File: src/design/mad_pkg.sv
// ----------------------------------------------------------------------------
// mad_pkg
// Shared constants and types of the median absolute deviation block.
// ----------------------------------------------------------------------------
package mad_pkg;

    localparam int MAX_SAMPLES = 256;
    localparam int ADDR_W      = $clog2(MAX_SAMPLES);
    localparam int CNT_W       = $clog2(MAX_SAMPLES + 1);
    localparam int DATA_W      = 16;
    localparam int BIT_IDX_W   = $clog2(DATA_W);
    localparam int CFG_IDX_W   = 1;
    localparam int CFG_DATA_W  = 16;
    localparam int MIN_W       = 9;

    localparam logic [CFG_IDX_W-1:0] CFG_MIN_SAMPLES = 1'b0;
    localparam logic [CFG_IDX_W-1:0] CFG_FALLBACK    = 1'b1;

    localparam logic [MIN_W-1:0]  MIN_SAMPLES_RST = 9'd3;
    localparam logic [DATA_W-1:0] FALLBACK_RST    = 16'd1000;
    localparam logic [DATA_W-1:0] SIGN_FLIP       = 16'h8000;

    typedef enum logic {
        MODE_MEDIAN    = 1'b0,
        MODE_DEVIATION = 1'b1
    } sel_mode_t;

    typedef struct packed {
        logic             start;
        sel_mode_t        mode;
        logic [CNT_W-1:0] n;
        logic [CNT_W-1:0] rank;
    } sel_cmd_t;

    typedef struct packed {
        logic              done;
        logic [DATA_W-1:0] result;
    } sel_stat_t;

endpackage

File: src/design/mad_store.sv
// ----------------------------------------------------------------------------
// mad_store
// Sample memory: one write port, one read port with registered read data.
// ----------------------------------------------------------------------------
module mad_store (
    input  logic                       aclk,
    input  logic                       wr_en,
    input  logic [mad_pkg::ADDR_W-1:0] wr_addr,
    input  logic [mad_pkg::DATA_W-1:0] wr_data,
    input  logic [mad_pkg::ADDR_W-1:0] rd_addr,
    output logic [mad_pkg::DATA_W-1:0] rd_data
);
    import mad_pkg::*;

    logic [DATA_W-1:0] mem [MAX_SAMPLES];
    logic [DATA_W-1:0] rd_data_reg;

    always_ff @(posedge aclk) begin
        if (wr_en) begin
            mem[wr_addr] <= wr_data;
        end
        rd_data_reg <= mem[rd_addr];
    end

    assign rd_data = rd_data_reg;

endmodule

File: src/design/mad_select.sv
// ----------------------------------------------------------------------------
// mad_select
// Rank selection, one result bit per pass over the store, MSB first.
// ----------------------------------------------------------------------------
module mad_select (
    input  logic                       aclk,
    input  logic                       aresetn,
    input  mad_pkg::sel_cmd_t          cmd,
    input  logic [mad_pkg::DATA_W-1:0] median,
    output logic [mad_pkg::ADDR_W-1:0] rd_addr,
    input  logic [mad_pkg::DATA_W-1:0] rd_data,
    output mad_pkg::sel_stat_t         stat
);
    import mad_pkg::*;

    typedef enum logic [2:0] {
        S_IDLE   = 3'b001,
        S_SCAN   = 3'b010,
        S_DECIDE = 3'b100
    } sel_state_t;

    sel_state_t           state_reg, state_next;
    sel_mode_t            mode_reg;
    logic [CNT_W-1:0]     n_reg;
    logic [CNT_W-1:0]     rank_reg, rank_next;
    logic [CNT_W-1:0]     issue_reg, issue_next;
    logic [CNT_W-1:0]     cnt_reg, cnt_next;
    logic [BIT_IDX_W-1:0] bit_reg, bit_next;
    logic [DATA_W-1:0]    prefix_reg, prefix_next;
    logic                 rd_valid_reg, key_valid_reg;
    logic [DATA_W-1:0]    key_reg;
    logic                 done_reg, done_next;
    logic [DATA_W-1:0]    result_reg, result_next;

    logic                 issuing;
    logic [DATA_W:0]      diff;
    logic [DATA_W:0]      abs_diff;
    logic [DATA_W-1:0]    key;
    logic                 match;
    logic [DATA_W-1:0]    bit_mask;

    assign issuing = (state_reg == S_SCAN) && (issue_reg < n_reg);
    assign rd_addr = issue_reg[ADDR_W-1:0];

    // Exact deviation in 17 bits; its magnitude always fits in 16.
    assign diff     = {rd_data[DATA_W-1], rd_data} - {median[DATA_W-1], median};
    assign abs_diff = diff[DATA_W] ? (~diff + 1'b1) : diff;
    assign key      = (mode_reg == MODE_DEVIATION) ? abs_diff[DATA_W-1:0]
                                                   : (rd_data ^ SIGN_FLIP);

    // Undecided prefix bits are zero, so a shifted compare checks both the
    // decided upper bits and a zero at the current position.
    assign match    = (key_reg >> bit_reg) == (prefix_reg >> bit_reg);
    assign bit_mask = DATA_W'(1) << bit_reg;

    always_comb begin
        state_next  = state_reg;
        rank_next   = rank_reg;
        issue_next  = issue_reg;
        cnt_next    = cnt_reg;
        bit_next    = bit_reg;
        prefix_next = prefix_reg;
        done_next   = 1'b0;
        result_next = result_reg;
        if (key_valid_reg && match) begin
            cnt_next = cnt_reg + 1'b1;
        end
        unique case (state_reg)
            S_IDLE: begin
                if (cmd.start) begin
                    state_next  = S_SCAN;
                    rank_next   = cmd.rank;
                    issue_next  = '0;
                    cnt_next    = '0;
                    bit_next    = BIT_IDX_W'(DATA_W - 1);
                    prefix_next = '0;
                end
            end
            S_SCAN: begin
                if (issuing) begin
                    issue_next = issue_reg + 1'b1;
                end else if (!rd_valid_reg && !key_valid_reg) begin
                    state_next = S_DECIDE;
                end
            end
            S_DECIDE: begin
                if (rank_reg >= cnt_reg) begin
                    prefix_next = prefix_reg | bit_mask;
                    rank_next   = rank_reg - cnt_reg;
                end
                if (bit_reg == '0) begin
                    state_next  = S_IDLE;
                    done_next   = 1'b1;
                    result_next = (rank_reg >= cnt_reg) ? (prefix_reg | bit_mask)
                                                        : prefix_reg;
                end else begin
                    state_next = S_SCAN;
                    bit_next   = bit_reg - 1'b1;
                    issue_next = '0;
                    cnt_next   = '0;
                end
            end
            default: state_next = S_IDLE;
        endcase
    end

    always_ff @(posedge aclk) begin
        if (!aresetn) begin
            state_reg     <= S_IDLE;
            rd_valid_reg  <= 1'b0;
            key_valid_reg <= 1'b0;
            done_reg      <= 1'b0;
        end else begin
            state_reg     <= state_next;
            rd_valid_reg  <= issuing;
            key_valid_reg <= rd_valid_reg;
            done_reg      <= done_next;
        end
        if (cmd.start && state_reg == S_IDLE) begin
            mode_reg <= cmd.mode;
            n_reg    <= cmd.n;
        end
        rank_reg   <= rank_next;
        issue_reg  <= issue_next;
        cnt_reg    <= cnt_next;
        bit_reg    <= bit_next;
        prefix_reg <= prefix_next;
        key_reg    <= key;
        result_reg <= result_next;
    end

    assign stat.done   = done_reg;
    assign stat.result = result_reg;

endmodule

File: src/design/median_absolute_deviation_top.sv
// A set of n samples loads at one transfer per cycle while the block is in its load
// state; after the last transfer the result follows two rank selections of 16 passes
// each, every pass reading the sample memory once per entry, and a free output slot.
// A set with too few samples skips both selections and gives the fallback value.
// Reset (aresetn, synchronous, active low) empties the set, clears the median
// and the overflow flag and restores the configuration defaults.
// ----------------------------------------------------------------------------
// median_absolute_deviation_top
// Loads a sample set, selects the median and then the median deviation.
// ----------------------------------------------------------------------------
module median_absolute_deviation_top (
    input  logic                           aclk,
    input  logic                           aresetn,
    input  logic                           s_valid,
    output logic                           s_ready,
    input  logic signed [mad_pkg::DATA_W-1:0] s_sample_value,
    input  logic                           s_last_sample,
    output logic                           m_valid,
    input  logic                           m_ready,
    output logic [mad_pkg::DATA_W-1:0]     m_mad_value,
    output logic                           m_too_few,
    output logic                           m_overflowed,
    input  logic                           cfg_wr_en,
    input  logic [mad_pkg::CFG_IDX_W-1:0]  cfg_index,
    input  logic [mad_pkg::CFG_DATA_W-1:0] cfg_wdata
);
    import mad_pkg::*;

    typedef enum logic [4:0] {
        ST_LOAD   = 5'b00001,
        ST_CHECK  = 5'b00010,
        ST_MEDIAN = 5'b00100,
        ST_DEV    = 5'b01000,
        ST_FINISH = 5'b10000
    } top_state_t;

    top_state_t        state_reg, state_next;
    logic [CNT_W-1:0]  count_reg;
    logic              overflow_reg;
    logic [DATA_W-1:0] median_reg;
    logic [MIN_W-1:0]  min_samples_reg;
    logic [DATA_W-1:0] fallback_reg;
    logic [DATA_W-1:0] res_mad_reg;
    logic              res_too_few_reg;
    logic              m_valid_reg;
    logic [DATA_W-1:0] m_mad_value_reg;
    logic              m_too_few_reg;
    logic              m_overflowed_reg;

    logic              s_fire;
    logic              store_wr;
    logic              out_free;
    logic [ADDR_W-1:0] rd_addr;
    logic [DATA_W-1:0] rd_data;
    sel_cmd_t          sel_cmd;
    sel_stat_t         sel_stat;

    assign s_ready  = (state_reg == ST_LOAD);
    assign s_fire   = s_valid && s_ready;
    assign store_wr = s_fire && (count_reg < CNT_W'(MAX_SAMPLES));
    assign out_free = !m_valid_reg || m_ready;

    mad_store u_store (
        .aclk    (aclk),
        .wr_en   (store_wr),
        .wr_addr (count_reg[ADDR_W-1:0]),
        .wr_data (s_sample_value),
        .rd_addr (rd_addr),
        .rd_data (rd_data)
    );

    mad_select u_select (
        .aclk    (aclk),
        .aresetn (aresetn),
        .cmd     (sel_cmd),
        .median  (median_reg),
        .rd_addr (rd_addr),
        .rd_data (rd_data),
        .stat    (sel_stat)
    );

    always_comb begin
        sel_cmd.start = 1'b0;
        sel_cmd.mode  = MODE_MEDIAN;
        sel_cmd.n     = count_reg;
        sel_cmd.rank  = {1'b0, count_reg[CNT_W-1:1]};
        state_next    = state_reg;
        unique case (state_reg)
            ST_LOAD: begin
                if (s_fire && s_last_sample) begin
                    state_next = ST_CHECK;
                end
            end
            ST_CHECK: begin
                if (count_reg < CNT_W'(min_samples_reg) || count_reg == '0) begin
                    state_next = ST_FINISH;
                end else begin
                    sel_cmd.start = 1'b1;
                    state_next    = ST_MEDIAN;
                end
            end
            ST_MEDIAN: begin
                if (sel_stat.done) begin
                    // The median register updates in this cycle, well before
                    // the deviation pass computes its first key.
                    sel_cmd.start = 1'b1;
                    sel_cmd.mode  = MODE_DEVIATION;
                    state_next    = ST_DEV;
                end
            end
            ST_DEV: begin
                if (sel_stat.done) begin
                    state_next = ST_FINISH;
                end
            end
            ST_FINISH: begin
                if (out_free) begin
                    state_next = ST_LOAD;
                end
            end
            default: state_next = ST_LOAD;
        endcase
    end

    always_ff @(posedge aclk) begin
        if (!aresetn) begin
            state_reg       <= ST_LOAD;
            count_reg       <= '0;
            overflow_reg    <= 1'b0;
            median_reg      <= '0;
            min_samples_reg <= MIN_SAMPLES_RST;
            fallback_reg    <= FALLBACK_RST;
            m_valid_reg     <= 1'b0;
        end else begin
            state_reg <= state_next;
            if (cfg_wr_en) begin
                unique case (cfg_index)
                    CFG_MIN_SAMPLES: min_samples_reg <= cfg_wdata[MIN_W-1:0];
                    CFG_FALLBACK:    fallback_reg    <= cfg_wdata;
                    default:         fallback_reg    <= fallback_reg;
                endcase
            end
            if (store_wr) begin
                count_reg <= count_reg + 1'b1;
            end else if (s_fire) begin
                overflow_reg <= 1'b1;
            end
            if (state_reg == ST_MEDIAN && sel_stat.done) begin
                median_reg <= sel_stat.result ^ SIGN_FLIP;
            end
            if (state_reg == ST_FINISH && out_free) begin
                m_valid_reg  <= 1'b1;
                count_reg    <= '0;
                overflow_reg <= 1'b0;
            end else if (m_ready) begin
                m_valid_reg <= 1'b0;
            end
        end
        if (state_reg == ST_CHECK) begin
            res_mad_reg     <= fallback_reg;
            res_too_few_reg <= 1'b1;
        end
        if (state_reg == ST_DEV && sel_stat.done) begin
            res_mad_reg     <= (sel_stat.result == '0) ? DATA_W'(1) : sel_stat.result;
            res_too_few_reg <= 1'b0;
        end
        if (state_reg == ST_FINISH && out_free) begin
            m_mad_value_reg  <= res_mad_reg;
            m_too_few_reg    <= res_too_few_reg;
            m_overflowed_reg <= overflow_reg;
        end
    end

    assign m_valid      = m_valid_reg;
    assign m_mad_value  = m_mad_value_reg;
    assign m_too_few    = m_too_few_reg;
    assign m_overflowed = m_overflowed_reg;

endmodule

File: config.mk
export PLATFORM = sky130hd
export DESIGN_NAME = median_absolute_deviation_top
export DESIGN_NICKNAME = d
export VERILOG_FILES = /design/src/design/mad_pkg.sv /design/src/design/mad_store.sv /design/src/design/mad_select.sv /design/src/design/median_absolute_deviation_top.sv
export SDC_FILE = /design/constraint.sdc
export NUM_CORES = 2
export LEC_CHECK = 0
export ABC_AREA = 0
export BUFFER_PORTS_ARGS = -buffer_cell sky130_fd_sc_hd__buf_2
export CAP_MARGIN = 20
export CORE_ASPECT_RATIO = 0.8
export CORE_MARGIN = 2
export CORE_UTILIZATION = 57
export CTS_CLUSTER_DIAMETER = 150
export CTS_CLUSTER_SIZE = 10
export DETAILED_ROUTE_END_ITERATION = 6
export PLACE_DENSITY = 0.76
export SYNTH_ARGS = -nofsm -noshare
export SYNTH_HDL_FRONTEND = slang
export SYNTH_SLANG_ARGS = --single-unit
File: constraint.sdc
create_clock -name aclk -period 3 [get_ports aclk]
set_input_delay 0.6 -clock aclk [delete_from_list [all_inputs] [get_ports aclk]]
set_output_delay 0.6 -clock aclk [all_outputs]
set_load 0.05 [all_outputs]
==> summary.md <==
| Metric | Value |
|---|---|
| Peak VDD IR | `between 500 and 600 µV` |
| Crit-path cells | `buf_12 > buf_12 > buf_16 > buf_12 > mux4_2 > mux4_2 > mux4_2 > mux4_2` |
| Lkg Pwr | `~0.063 µW` |
| Worst Max-Slew Pin Slew | `1.05 ns` |
| Worst setup margin | `-0.675 ns` |
| Routed wire length | `476,000 µm` |
| Max reg flops | `~4,000` |
| Later-pin clock latency in the skew report | `0.97 ns` |
| Fin. max-slew vios | `0` |
| Mapped Cells | `a little over 7,000` |
| Crit. Startpoint | `u_select.issue_reg[0]` |
| R2R depth | `8` |
| Register area share after synthesis | `0.770` |
| Routed length per instance | `38.8 µm` |
| Vias in the first global route | `about 86,000` |
| Iteration-0 DRC Markers | `14,400` |
| Worst setup path class | `reg2reg` |
| Most common cell after layout, fill and taps aside | `edfxtp_1` |
| Critical path arrival | `4.48 ns` |
| Via count | `86,800` |
| Fillers | `16,700` |
| CP dominant cell by count | `mux4_2` |
| Row cnt | `177` |
| Final Wtd Congestion | `0.879` |
| Storage cell area | `128,000 µm²` |
| Critical Path End Type | `flip-flop` |
| Initial core utilization | `0.573` |
| Worst path bufs/invs | `4` |
| Worst path slowest cell | `mux4_2` |
| Pre-antenna DRT Iters | `5` |
| Main synth FF type | `edfxtp_1` |
| CTS Root Cell | `clkbuf_16` |
| Worst reg2reg startpoint | `u_select.issue_reg[0]` |
| Area of the multi-input gates | `~37,000 µm²` |
| Post-synthesis cell area | `166,000 µm²` |
| Relative slew slack | `0.297` |
| Clock skew | `between 0.05 and 0.06 ns` |
| Syn Nets | `7,232` |
| CTS Buf Count | `472` |
| # nets final | `8,319` |
| Failing checks | `setup timing` |
| Via-to-Cell Ratio | `7.08` |
| Tmin final | `3.68 ns` |
| Most frequent cells in the layout | `edfxtp_1 (4,194), mux4_2 (1,361), buf_4 (490)` |
| Boundary pin count | `between 50 and 60` |
| Floorplan Core Area | `291,000 µm²` |
| I/O Buffers | `58` |
| DP Area | `181,000 µm²` |
| Fin crit share | `1.23` |
| Worst setup path end | `u_store.rd_data[15]` |
| HP Class | `in2reg` |
| Final antenna-violating net count | `0` |
| Largest net degree at the start of global routing | `110` |
| Number of flops mapped to enable cells by yosys | `4,194` |
| Hpwl dp | `266,000 µm` |
| Layout cell share with drive strength beyond 1 | `0.360` |
| Synth cell types | `66` |
| CTS tree | `done` |
| Final setup violation count | `26` |
| Die height | `487 µm` |
| Initial antenna violation count | `between 40 and 50` |
| Outcome | `finished, violations left` |
| Maxcap violations | `0` |
| Clk pin slew, worst setup/hold paths | `approximately 0.06 ns` |
| PwrDens | `611 nW/µm²` |
| Largest stage delay, worst path | `0.67 ns` |
| Final instance area | `196,000 µm²` |
| Crit Path Max Fanout | `19` |
| Pwr Total | `roughly 120,000 µW` |
| R2R Path End | `u_store.rd_data[15]` |
| Final Hold Vio Count | `0` |
| Area delta synth->final | `17.9%` |
| Yosys reg bits | `4,299` |
| Required @ worst endpoint | `3.80 ns` |
| Top delay family on crit path | `multiplexers` |
| # DRC | `0` |
| Share of flip-flops with an asynchronous set or reset | `0` |
| Clk sinks | `4,299` |
| Number of cells on the critical path | `8` |
| CTS Buffer Depth | `4` |
| Chip width | `608 µm` |
| Die Area | `296,000 µm²` |
| Unrepaired setup endpoints after global routing | `yes` |
| Global route overflow | `0` |
| Synth Warn # | `0` |
| F_max | `272 MHz` |
| # H-tree levels | `5` |
| CP startpoint kind | `flip-flop` |
| First-pass GRT wire length | `660,000 µm` |
| R2r setup slk | `-0.68 ns` |
| Total track usage | `0.318` |
| Syn Area/Cell | `23.3 µm²` |
| Largest Register | `u_store.mem` |
power by group:
part	leakage (µW)	total [µW]	switching (µW)	internal [µW]
clock	0.00619	51000	22600	28500
combinational	0.0185	2590	1900	695
sequential	0.0385	66100	89.9	66000
cells in the mapped netlist (12+ instances only):
cell type	n	area, µm²
xnor2_1	37	324
nand2_1	163	612
ha_1	53	663
clkbuf_1	259	972
nor2b_1	22	138
mux2_2	16	180
dfxtp_1	105	2100
nand2b_1	12	75.1
a21o_1	18	135
buf_1	28	105
edfxtp_1	4194	126000
o21ai_0	32	160
inv_1	66	248
and2_1	22	138
buf_2	95	475
a21oi_1	47	235
mux4_2	1361	30700
xor2_1	25	219
a21boi_0	36	270
a31oi_1	12	75.1
nor3_1	15	75.1
nand3_1	30	150
nor2_1	357	1340
timing repair:
item	CTS	global route
hold buffers	18	0
gates resized for setup	74	99
setup endpoints to repair	35	509
pin swaps	24	37
buffers inserted	41	46
hold endpoints to repair	31	0
cloned	4	10
final cells by class:
| type | count | area share |
|---|---|---|
| sequential | 4299 | 0.653 |
| multi-input combinational | 2389 | 0.190 |
| timing repair buffer | 996 | 0.0654 |
| clock buffer | 629 | 0.0635 |
| tap | 3848 | 0.0246 |
| clock inverter | 23 | 0.00176 |
| inverter | 67 | 0.00131 |
| antenna | 9 | 0.000115 |
worst min-delay path: stages:
cell and delay (ns):
buf_2 0.08, nand2b_1 0.16, a21boi_0 0.10
kinds of logic after synthesis:
| family | after synthesis | synth area share |
|---|---|---|
| xor gates and xnor gates | 62 | 0.00326 |
| and+or+nand+nor | 674 | 0.0174 |
| muxes | 1384 | 0.186 |
| buffers and inverters | 450 | 0.0109 |
| adders and majority gates | 55 | 0.00423 |
| AOI/OAI and AO/OA | 214 | 0.00878 |
| DFF | 4299 | 0.770 |
how the worst min path moves through the flow:
stage | start | to | slack [ns] | cells past startpoint
2_1_floorplan | res_mad_reg[0] | m_mad_value[0] | 0.40 | 0
3_3_place_gp | res_mad_reg[1] | m_mad_value[1] | 0.41 | 0
5_1_grt | m_ready | m_valid | 0.08 | 3
3_5_place_dp | res_mad_reg[1] | m_mad_value[1] | 0.41 | 0
6_report | m_ready | m_valid | 0.08 | 3
4_1_cts | m_ready | m_valid | 0.02 | 3
through the flow:
step                      setup slack (ns)  cells   util  hold WS (ns)  setup TNS (ns)
after CTS                           -0.628  12200  0.671        0.0228          -10.00
final                               -0.675  12300  0.675        0.0761          -11.04
after floorplan                     -0.171   7138      -         0.400         -332.93
after global routing                -0.692  12300  0.675        0.0794          -12.24
after global placement              -0.777  11500  0.624         0.405          -15.80
after detailed placement            -0.797  11500  0.624         0.410          -17.07
routing by layer:
| metal | GRT usage | wire, µm |
|---|---|---|
| met1 | 0.438 | 162000 |
| met2 | 0.489 | 224000 |
| met3 | 0.0897 | 67100 |
| met4 | 0.123 | 22300 |
| met5 | 0 | 252 |
Power figures use the tool's default switching activity.
